**src/hw/rtl/gb3_pkg.sv**
```systemverilog
package gb3_pkg;

    localparam int TDATA_W      = 24;
    localparam int CFG_INDEX_W  = 1;
    localparam int CFG_DATA_W   = 12;
    localparam int IMG_WIDTH_W  = 11;
    localparam int IMG_HEIGHT_W = 12;

    localparam logic [IMG_WIDTH_W-1:0]  IMG_WIDTH_RESET  = 11'd640;
    localparam logic [IMG_HEIGHT_W-1:0] IMG_HEIGHT_RESET = 12'd480;

    localparam logic [CFG_INDEX_W-1:0] REG_IMAGE_WIDTH  = 1'b0;
    localparam logic [CFG_INDEX_W-1:0] REG_IMAGE_HEIGHT = 1'b1;

    localparam int KSIZE = 3;
    localparam int TAPS  = KSIZE * KSIZE;

    localparam longint unsigned CORNER_PPM = 77847;
    localparam longint unsigned EDGE_PPM   = 123317;
    localparam longint unsigned CENTER_PPM = 195346;
    localparam longint unsigned PPM_SCALE  = 1000000;

    localparam int FIFO_DEPTH = 16;
    localparam int FIFO_AW    = $clog2(FIFO_DEPTH);
    localparam int FIFO_CW    = $clog2(FIFO_DEPTH + 1);

    typedef struct packed {
        logic [7:0] blue;
        logic [7:0] green;
        logic [7:0] red;
    } pixel_t;

    typedef pixel_t [TAPS-1:0] win_t;

    typedef struct packed {
        pixel_t upper;
        pixel_t lower;
    } lpair_t;

    typedef struct packed {
        logic frame_end;
        logic last_in_step;
    } tag_t;

    typedef struct packed {
        tag_t   tag;
        pixel_t px;
    } res_t;

endpackage

```
**src/hw/rtl/gb3_fifo.sv**
```systemverilog
module gb3_fifo (
    input  logic          aclk,
    input  logic          aresetn,
    input  logic          push_a,
    input  gb3_pkg::res_t data_a,
    input  logic          push_b,
    input  gb3_pkg::res_t data_b,
    output logic          out_valid,
    input  logic          out_ready,
    output gb3_pkg::res_t out_data
);

    import gb3_pkg::*;

    res_t               mem_reg [FIFO_DEPTH];
    logic [FIFO_AW-1:0] wr_ptr_reg;
    logic [FIFO_AW-1:0] rd_ptr_reg;
    logic [FIFO_AW-1:0] slot_b;
    logic [FIFO_CW-1:0] count_reg;
    logic [1:0]         pushes;
    logic               pop;

    assign out_valid = (count_reg != '0);
    assign out_data  = mem_reg[rd_ptr_reg];
    assign pop       = out_valid && out_ready;
    assign pushes    = {1'b0, push_a} + {1'b0, push_b};
    assign slot_b    = push_a ? wr_ptr_reg + FIFO_AW'(1) : wr_ptr_reg;

    always_ff @(posedge aclk) begin
        if (push_a) begin
            mem_reg[wr_ptr_reg] <= data_a;
        end
        if (push_b) begin
            mem_reg[slot_b] <= data_b;
        end
    end

    always_ff @(posedge aclk) begin
        if (!aresetn) begin
            wr_ptr_reg <= '0;
            rd_ptr_reg <= '0;
            count_reg  <= '0;
        end else begin
            wr_ptr_reg <= wr_ptr_reg + FIFO_AW'(pushes);
            rd_ptr_reg <= rd_ptr_reg + FIFO_AW'(pop);
            count_reg  <= count_reg + FIFO_CW'(pushes) - FIFO_CW'(pop);
        end
    end

endmodule

```
**config.mk**
```make
export PLATFORM = sky130hd
export DESIGN_NAME = gb3_fifo
export DESIGN_NICKNAME = d
export VERILOG_FILES = /design/src/hw/rtl/gb3_pkg.sv /design/src/hw/rtl/gb3_fifo.sv
export SDC_FILE = /design/constraint.sdc
export NUM_CORES = 1
export LEC_CHECK = 0
export ABC_AREA = 1
export BUFFER_PORTS_ARGS = -buffer_cell sky130_fd_sc_hd__buf_4
export CORE_ASPECT_RATIO = 1.2
export CORE_MARGIN = 3
export CORE_UTILIZATION = 57
export CTS_CLUSTER_SIZE = 14
export DETAILED_ROUTE_END_ITERATION = 8
export PLACE_DENSITY = 0.74
export REMOVE_ABC_BUFFERS = 1
export SYNTH_ARGS = -nofsm -noshare
export SYNTH_HDL_FRONTEND = slang
export SYNTH_SLANG_ARGS = --single-unit
```
**constraint.sdc**
```tcl
create_clock -name aclk -period 3.35 [get_ports aclk]
set_clock_uncertainty 0.15 [all_clocks]
set_input_delay 0 -clock aclk [delete_from_list [all_inputs] [get_ports aclk]]
set_output_delay 0 -clock aclk [all_outputs]
set_load 0.01 [all_outputs]
```
==> impl_metrics.py <==
metrics = {
    "timing": {
        "finalHoldViolations": 0,
        "setup_viol": 0,
        "slew_violations": 0,
        "fmax_mhz": 308.2,
        "relSlewSlack_pct": 10.46,
        "tightestPinTransition_ps": 1343,
        "tns_ps": 0,
        "finalCritPeriodShare_pct": 96.85,
        "grt_setup_unrepaired": "no",
        "fin_crit_ps": 3245,
    },
    "detailed_routing": {
        "via_per_inst": 6.420,
        "wl_um": 84750,
        "antenna_left": 0,
        "first_pass_iters": 6,
        "wl_met1_um": 29760,
        "vias": 23880,
        "dr_wl_met2_um": 39340,
        "drc": 0,
        "wl_per_cell_um": 22.78,
        "dr.first_iter.drc_count": 2953,
        "dr_wl_met3_um": 11100,
        "highest-signal-layer": "met4",
    },
    "layout": {
        "nFillCells": 3563,
        "largest_reg_flops": 416,
        "layout_commonest_cell": "nand2_1",
        "antenna_cells": 0,
        "fin_nets": 3200,
        "area_growth_pct": 12.74,
        "final_cell_mix": "nand2_1, edfxtp_1, nand3_1",
        "drive_gt1_share_pct": 8.352,
    },
    "logic_synthesis": {
        "ys.flop_type": "edfxtp_1",
        "synth_edf_count": 416,
        "synth_area_mm2": 0.02556,
        "yosys_register_bits": 429,
        "synthArstFlopShare_pct": 0,
        "seq_area_frac_synth_pct": 49.88,
        "syn_inst": 3184,
        "avgSynthCellArea_um2": 8.029,
        "synth.distinct_cells": 30,
        "yosys_warnings": 0,
    },
    "status": {
        "status": "finished, final reports clean",
    },
    "grt": {
        "grt_max_degree": 121,
        "gr-total-overflow": 0,
        "grt_pass1_wl_um": 129400,
        "grt_use_total_pct": 35.20,
        "grt_pass1_vias": 23220,
        "antenna_found_initial": 0,
    },
    "clock_tree": {
        "clk_latency_ps": 560,
        "cts_tree": "built",
        "cts_root_buf": "clkbuf_16",
        "cts_num_sinks": 429,
        "cts_buffer_depth": 3,
        "cts_buffers": 46,
        "path_clk_slew_ps": 60,
        "htreeDepth": 2,
    },
    "critical_path": {
        "r2r_start": "wr_ptr_reg[0]",
        "path_max_fanout": 109,
        "cp-startpoint": "wr_ptr_reg[0]",
        "crit_type": "reg2reg",
        "cp_data_arrival_time_ps": 3400,
        "start_kind": "flip-flop",
        "critPathRequiredTime_ps": 3510,
        "end_kind": "flip-flop",
    },
    "die": {
        "rows": 84,
        "start_util_pct": 58.05,
        "die-area_mm2": 0.04744,
        "die_w_um": 199.3,
        "coreArea_mm2": 0.04404,
        "die_y_um": 238.0,
        "ioPinCount": 84,
    },
    "place": {
        "hpwl_um": 45170,
        "port_buffers": 83,
        "gp_congestion": 0.9005,
    },
    "min_path": {
        "hold_start": "push_a",
        "hp-class": "in2reg",
    },
    "power_and_ir_drop": {
        "pwr_density_cell_mw_per_mm2": 585.9,
        "ir_drop_mv": 0.5615,
        "p_leak_nw": 11.92,
        "power_mw": 16.89,
    },
    "job": {
        "maxCapViolCount": 0,
    },
}
final timing paths:
check / endpoint / slack [ps] / depth (start not counted)
setup reg to reg: mem_reg[0][1] / 110 / 10
setup / recovery: mem_reg[0][1] / 110 / 10
hold reg to reg: count_reg[0] / 420 / 3
hold / removal: mem_reg[15][24] / 40 / 3
per-layer routing:
metal,vias to the layer above,track usage [%]
li1,10630,-
met1,11140,45.30
met2,1795,56.91
met3,316,6.652
met4,0,18.28
met5,-,0
cell usage after synthesis, types with 8 or more instances:
cell	n	area share (%)
buf_1	43	0.63
buf_2	99	1.9
buf_4	15	0.44
clkbuf_1	180	2.6
dfxtp_1	13	1.0
edfxtp_1	416	49
ha_1	16	0.78
inv_1	111	1.6
nand2_1	1255	18
nand3_1	399	7.8
nand3_2	8	0.31
nand4_1	208	5.1
nor2_1	107	1.6
o21ai_0	59	1.2
o21bai_1	208	6.1
o22ai_1	8	0.20
worst max-delay path, cell delays in order, from the launching register on:
cell           delay, ps
dfxtp_1              370
ha_1                 270
nand2_2              240
nand2_1              140
nand2_4              120
buf_16               400
nand3_2              180
buf_4                350
nand2_1              120
nand2_1               60
dlygate4sd3_1        560
power breakdown:
part           total [mW]  leakage [nW]  internal (mW)  switching [mW]
Clock                5.15         0.725           3.02            2.14
Sequential           6.38          3.89           6.28           0.101
Combinational        5.35          7.31           1.65            3.70
per-stage QoR:
stage	instances	hold slack [ps]	setup WS, ps	instance area [um2]	util [%]
2_1_floorplan	2845	-56.55	-5660	24100	-
3_3_place_gp	3554	123.7	380.4	26480	60.14
3_5_place_dp	3554	129.4	336.9	26480	60.14
4_1_cts	3720	20.56	66.10	28790	65.38
5_1_grt	3720	56.70	29.28	28820	65.45
6_report	3720	43.43	105.5	28820	65.45
timing repair:
| item | 4_1_cts | 5_1_grt |
|---|---|---|
| hold endpoints to repair | 436 | 0 |
| setup endpoints to repair | 0 | 12 |
| resized for setup | 0 | 7 |
| buffers inserted | 0 | 0 |
| hold buffers | 82 | 0 |
cells by family (layout without fill, tap and decap cells):
family,count (synthesis),after routing,synth area share (%)
simple gates,1994,1994,33.88
buf+inv,455,432,7.444
flops,429,429,49.88
compound gates,285,285,7.748
fa+ha+maj,18,18,0.9397
xor+xnor,3,3,0.1028
layout make-up:
class                   count  area (um2)  area share, %
multi-input cells        2300       11160          38.71
clock inverters            22       224.0         0.7771
repair buffers            232        2277          7.901
flip-flops and latches    429       12760          44.27
clock buffers              62        1262          4.380
well taps                 559       699.4          2.427
inverters                 116       442.9          1.537
(Power assumes the default switching activity.)
