File: src/hw/rtl/gb3_pkg.sv
package gb3_pkg;

    localparam int TDATA_W      = 24;
    localparam int CFG_INDEX_W  = 1;
    localparam int CFG_DATA_W   = 12;
    localparam int IMG_WIDTH_W  = 11;
    localparam int IMG_HEIGHT_W = 12;

    localparam logic [IMG_WIDTH_W-1:0]  IMG_WIDTH_RESET  = 11'd640;
    localparam logic [IMG_HEIGHT_W-1:0] IMG_HEIGHT_RESET = 12'd480;

    localparam logic [CFG_INDEX_W-1:0] REG_IMAGE_WIDTH  = 1'b0;
    localparam logic [CFG_INDEX_W-1:0] REG_IMAGE_HEIGHT = 1'b1;

    localparam int KSIZE = 3;
    localparam int TAPS  = KSIZE * KSIZE;

    localparam longint unsigned CORNER_PPM = 77847;
    localparam longint unsigned EDGE_PPM   = 123317;
    localparam longint unsigned CENTER_PPM = 195346;
    localparam longint unsigned PPM_SCALE  = 1000000;

    localparam int FIFO_DEPTH = 16;
    localparam int FIFO_AW    = $clog2(FIFO_DEPTH);
    localparam int FIFO_CW    = $clog2(FIFO_DEPTH + 1);

    typedef struct packed {
        logic [7:0] blue;
        logic [7:0] green;
        logic [7:0] red;
    } pixel_t;

    typedef pixel_t [TAPS-1:0] win_t;

    typedef struct packed {
        pixel_t upper;
        pixel_t lower;
    } lpair_t;

    typedef struct packed {
        logic frame_end;
        logic last_in_step;
    } tag_t;

    typedef struct packed {
        tag_t   tag;
        pixel_t px;
    } res_t;

endpackage

File: src/hw/rtl/gb3_blur.sv
module gb3_blur #(
    parameter int COEF_BITS = 16
) (
    input  logic          aclk,
    input  logic          aresetn,
    input  logic          in_valid,
    input  gb3_pkg::win_t in_win,
    input  gb3_pkg::tag_t in_tag,
    output logic          out_valid,
    output gb3_pkg::res_t out_res
);

    import gb3_pkg::*;

    localparam int SUM_W  = 10;
    localparam int PROD_W = COEF_BITS + SUM_W;
    localparam int ACC_W  = PROD_W + 2;
    localparam int QUO_W  = ACC_W - COEF_BITS;

    localparam logic [COEF_BITS-1:0] W_CORNER =
        COEF_BITS'(((CORNER_PPM << COEF_BITS) + PPM_SCALE / 2) / PPM_SCALE);
    localparam logic [COEF_BITS-1:0] W_EDGE =
        COEF_BITS'(((EDGE_PPM << COEF_BITS) + PPM_SCALE / 2) / PPM_SCALE);
    localparam logic [COEF_BITS-1:0] W_CENTER =
        COEF_BITS'(((CENTER_PPM << COEF_BITS) + PPM_SCALE / 2) / PPM_SCALE);
    localparam logic [ACC_W-1:0] HALF = ACC_W'(longint'(1) << (COEF_BITS - 1));

    logic [7:0]        tap [3][TAPS];
    logic [SUM_W-1:0]  csum_reg [3];
    logic [SUM_W-1:0]  esum_reg [3];
    logic [7:0]        mid_reg [3];
    logic [PROD_W-1:0] cprod_reg [3];
    logic [PROD_W-1:0] eprod_reg [3];
    logic [PROD_W-1:0] mprod_reg [3];
    logic [ACC_W-1:0]  acc [3];
    logic [QUO_W-1:0]  quo [3];
    logic [7:0]        sat [3];
    logic              v1_reg;
    logic              v2_reg;
    tag_t              tag1_reg;
    tag_t              tag2_reg;

    always_comb begin
        for (int k = 0; k < TAPS; k++) begin
            tap[0][k] = in_win[k].red;
            tap[1][k] = in_win[k].green;
            tap[2][k] = in_win[k].blue;
        end
    end

    always_comb begin
        for (int ch = 0; ch < 3; ch++) begin
            acc[ch] = ACC_W'(cprod_reg[ch]) + ACC_W'(eprod_reg[ch])
                    + ACC_W'(mprod_reg[ch]) + HALF;
            quo[ch] = acc[ch][ACC_W-1:COEF_BITS];
            sat[ch] = (quo[ch] > QUO_W'(255)) ? 8'hFF : quo[ch][7:0];
        end
    end

    always_ff @(posedge aclk) begin
        for (int ch = 0; ch < 3; ch++) begin
            csum_reg[ch] <= SUM_W'(tap[ch][0]) + SUM_W'(tap[ch][KSIZE-1])
                          + SUM_W'(tap[ch][TAPS-KSIZE]) + SUM_W'(tap[ch][TAPS-1]);
            esum_reg[ch] <= SUM_W'(tap[ch][1]) + SUM_W'(tap[ch][KSIZE])
                          + SUM_W'(tap[ch][2*KSIZE-1]) + SUM_W'(tap[ch][TAPS-2]);
            mid_reg[ch]  <= tap[ch][TAPS/2];
            cprod_reg[ch] <= PROD_W'(csum_reg[ch]) * PROD_W'(W_CORNER);
            eprod_reg[ch] <= PROD_W'(esum_reg[ch]) * PROD_W'(W_EDGE);
            mprod_reg[ch] <= PROD_W'(mid_reg[ch]) * PROD_W'(W_CENTER);
        end
        tag1_reg         <= in_tag;
        tag2_reg         <= tag1_reg;
        out_res.tag      <= tag2_reg;
        out_res.px.red   <= sat[0];
        out_res.px.green <= sat[1];
        out_res.px.blue  <= sat[2];
    end

    always_ff @(posedge aclk) begin
        if (!aresetn) begin
            v1_reg    <= 1'b0;
            v2_reg    <= 1'b0;
            out_valid <= 1'b0;
        end else begin
            v1_reg    <= in_valid;
            v2_reg    <= v1_reg;
            out_valid <= v2_reg;
        end
    end

endmodule

File: config.mk
export PLATFORM = sky130hd
export DESIGN_NAME = gb3_blur
export DESIGN_NICKNAME = d
export VERILOG_FILES = /design/src/hw/rtl/gb3_pkg.sv /design/src/hw/rtl/gb3_blur.sv
export SDC_FILE = /design/constraint.sdc
export NUM_CORES = 2
export LEC_CHECK = 0
export BUFFER_PORTS_ARGS = -buffer_cell sky130_fd_sc_hd__buf_2
export CORE_ASPECT_RATIO = 0.8
export CORE_MARGIN = 1.5
export CORE_UTILIZATION = 26
export DETAILED_ROUTE_END_ITERATION = 12
export SETUP_SLACK_MARGIN = 0.02
export SKIP_CTS_REPAIR_TIMING = 1
export SLEW_MARGIN = 30
export SYNTH_ARGS = -nofsm -noshare
export SYNTH_HDL_FRONTEND = slang
export SYNTH_SLANG_ARGS = --single-unit
File: constraint.sdc
create_clock -name aclk -period 6.2 [get_ports aclk]
set_clock_uncertainty 0.15 [all_clocks]
set_input_delay 0.93 -clock aclk [delete_from_list [all_inputs] [get_ports aclk]]
set_output_delay 0.93 -clock aclk [all_outputs]
set_load 0.005 [all_outputs]
==> out/metrics.csv <==
metric,value,unit
"Seq/Total Area, Yosys",0.206,
setup_tns,0,ns
r2r startpoint,csum_reg[0][3]$_DFF_P_,
die area,115000,um2
layout cells sized above 1,0.112,
final setup violation count,0,
min-delay src,tag2_reg[0]$_DFF_P_,
routed vias/inst,4.16,
Ports,248,
core area,112000,um2
Setup CP Type,flip-flop to flip-flop,
Gate Count Post-Synth,2700,
Root Buffer,clkbuf_16,
synth unique cells,65,
Max Cap Viol,0,
worst slew pin tran,0.614,ns
critical path arrival,5.67,ns
crit start category,flip-flop,
dominant synthesized flop cell,dfxtp_1,
post-synth top area share,0.274,
average size of a mapped cell,10.9,um2
status,finished clean,
largest net degree at the start of global routing,14,
Die Ht,304,um
"EDFF count, synth",0,
clk slew on worst S/H paths,0.07,ns
Hold Path Sink,out_res[24]$_DFF_P_,
synthesized area,29400,um2
final critical-path required period,5.31,ns
Worst Path Max Fanout,6,
Critical Path RT,6.56,ns
drt wl/cell,12.7,um
initial antenna violation count,5,
Syn. warnings,0,
Final Util,0.303,
GPL Wtd Cong,0.843,
worst skew pair latency,0.58,ns
flop2flop setup slack,0.89,ns
Max clock buf depth,3,
RSZ-0062 raised after global routing,no,
via count,18800,
HPWL Detailed,49900,um
Layout area overhead,15.5,%
cells on worst reg2reg path,17,
# port buffers,247,
total length of routed wires,57500,um
Hold WC Path Type,flip-flop to flip-flop,
clk sink count,303,
hold path depth,0,
CP Capture Type,flip-flop,
Final Max Tran Viols,0,
Die Width,379,um
Hold Fails Final Rpt,0,
final-stage net count,4247,
Synth area leaders,"ha_1 27%, fa_1 27%, dfxtp_1 21%",
starting density of the core,0.262,
slew margin rel.,0.580,
# H-tree levels,2,
RR Endpoint,cprod_reg[0][21]$_DFF_P_,
initial DRC count,463,
Antenna Cells,0,
"area leader, netlist",ha_1,
CTS Buf Count,41,
row cnt,110,
# DRC,0,
number of global-route vias before repair,19900,
fraction of registers with async set/reset,0,
Global Route Usage Sum,0.104,
first-pass GRT wire length,97700,um
Overflow after GRT,0,
Peak Freq,188,MHz
register bit total from synthesis,303,
clock tree from TritonCTS,done,
Pre-Repair DR Iteration Count,5,
period utilization,0.857,
number of routed nets with antenna violations,0,
net count after synthesis,3959,
==> worst max-delay path by stage <==
stage / from / end / slack [ns] / depth (start not counted)
2_1_floorplan: csum_reg[0][2]$_DFF_P_ / cprod_reg[0][21]$_DFF_P_ / 1.28 / 17
6_report: csum_reg[0][3]$_DFF_P_ / cprod_reg[0][21]$_DFF_P_ / 0.89 / 17
3_3_place_gp: csum_reg[0][3]$_DFF_P_ / cprod_reg[0][21]$_DFF_P_ / 1.01 / 17
3_5_place_dp: csum_reg[0][23]$_DFF_P_ / cprod_reg[0][63]$_DFF_P_ / 0.93 / 17
5_1_grt: csum_reg[0][1]$_DFF_P_ / cprod_reg[0][21]$_DFF_P_ / 0.51 / 18
4_1_cts: csum_reg[0][3]$_DFF_P_ / cprod_reg[0][21]$_DFF_P_ / 0.90 / 17
==> through the flow <==
step	hold slack (ns)	area, um2	setup WS, ns	cells
after CTS	0.176	34000	0.896	4530
final	0.175	34000	0.886	4530
after floorplan	0.160	29400	1.28	2700
after global routing	0.185	34000	0.515	4530
after detailed placement	0.162	32500	0.934	4457
after global placement	0.160	32500	1.01	4457
==> layer usage <==
metal | global-route usage | vias up | part of all wire
li1 | - | 9474 | -
met1 | 0.141 | 8995 | 0.48
met2 | 0.172 | 290 | 0.46
met3 | 0.0185 | 74 | 0.043
met4 | 0.0223 | 2 | 0.020
met5 | 0 | - | 0.00023
==> placed cells by master, fill, tap and decap left out, drive strengths merged, types with 5 or more instances in the layout <==
| cell | n |
|---|---|
| a21oi | 129 |
| ha | 645 |
| o21a | 19 |
| nor2b | 12 |
| fa | 393 |
| clkbuf | 51 |
| or2 | 7 |
| o21ai | 61 |
| xor2 | 55 |
| a41oi | 5 |
| o21bai | 33 |
| dfxtp | 303 |
| nand2b | 19 |
| clkinv | 6 |
| xnor2 | 116 |
| buf | 247 |
| or3 | 8 |
| nor2 | 63 |
| a21o | 59 |
| nand3 | 33 |
| a311oi | 6 |
| nor3 | 29 |
| a31oi | 12 |
| and2 | 10 |
| nand4 | 10 |
| o31ai | 7 |
| bufinv | 5 |
| clkinvlp | 6 |
| a211oi | 11 |
| and3 | 13 |
| nand2 | 55 |
| inv | 533 |
==> critical path, cell delays in order (launching register included) <==
cell	delay (ns)
dfxtp_1	0.47
fa_1	0.56
fa_1	0.58
inv_1	0.05
fa_1	0.47
inv_1	0.05
fa_1	0.52
inv_1	0.05
fa_1	0.50
inv_1	0.04
ha_1	0.35
o21ai_0	0.25
o21bai_1	0.10
a21o_1	0.25
a211oi_1	0.36
o21ai_0	0.15
a21oi_1	0.19
xnor2_1	0.14
==> cell usage after synthesis, types with 11 or more instances <==
master      n
inv_1     528
ha_1      645
o21ai_0    57
a21oi_1   127
nand3_1    33
nand2_1    55
xnor2_1   116
nand2b_1   19
nor2_1     63
fa_1      393
a31oi_1    12
and3_1     13
dfxtp_1   303
xor2_1     55
nor2b_1    12
o21bai_1   33
a21o_1     59
o21a_1     19
nor3_1     29
a211oi_1   11
==> layout make-up <==
class	instances	area, um2
fillers	11700	78300
multi-input cells	1867	21400
flip-flops and latches	303	6070
inverters	528	1980
well taps	1512	1890
repair buffers	247	1240
clock buffers	51	1150
clock inverters	22	292
==> logic make-up after synthesis <==
kind of cell	after synthesis	synth area share
flops	303	0.206
buf+inv	530	0.0676
mux	4	0.00136
xor+xnor	171	0.0509
fa+ha+maj	1038	0.542
simple gates	280	0.0484
compound gates	374	0.0835
Power is not shown: default switching activity piles up to over one toggle a cycle in this logic, so the estimate is an artifact.
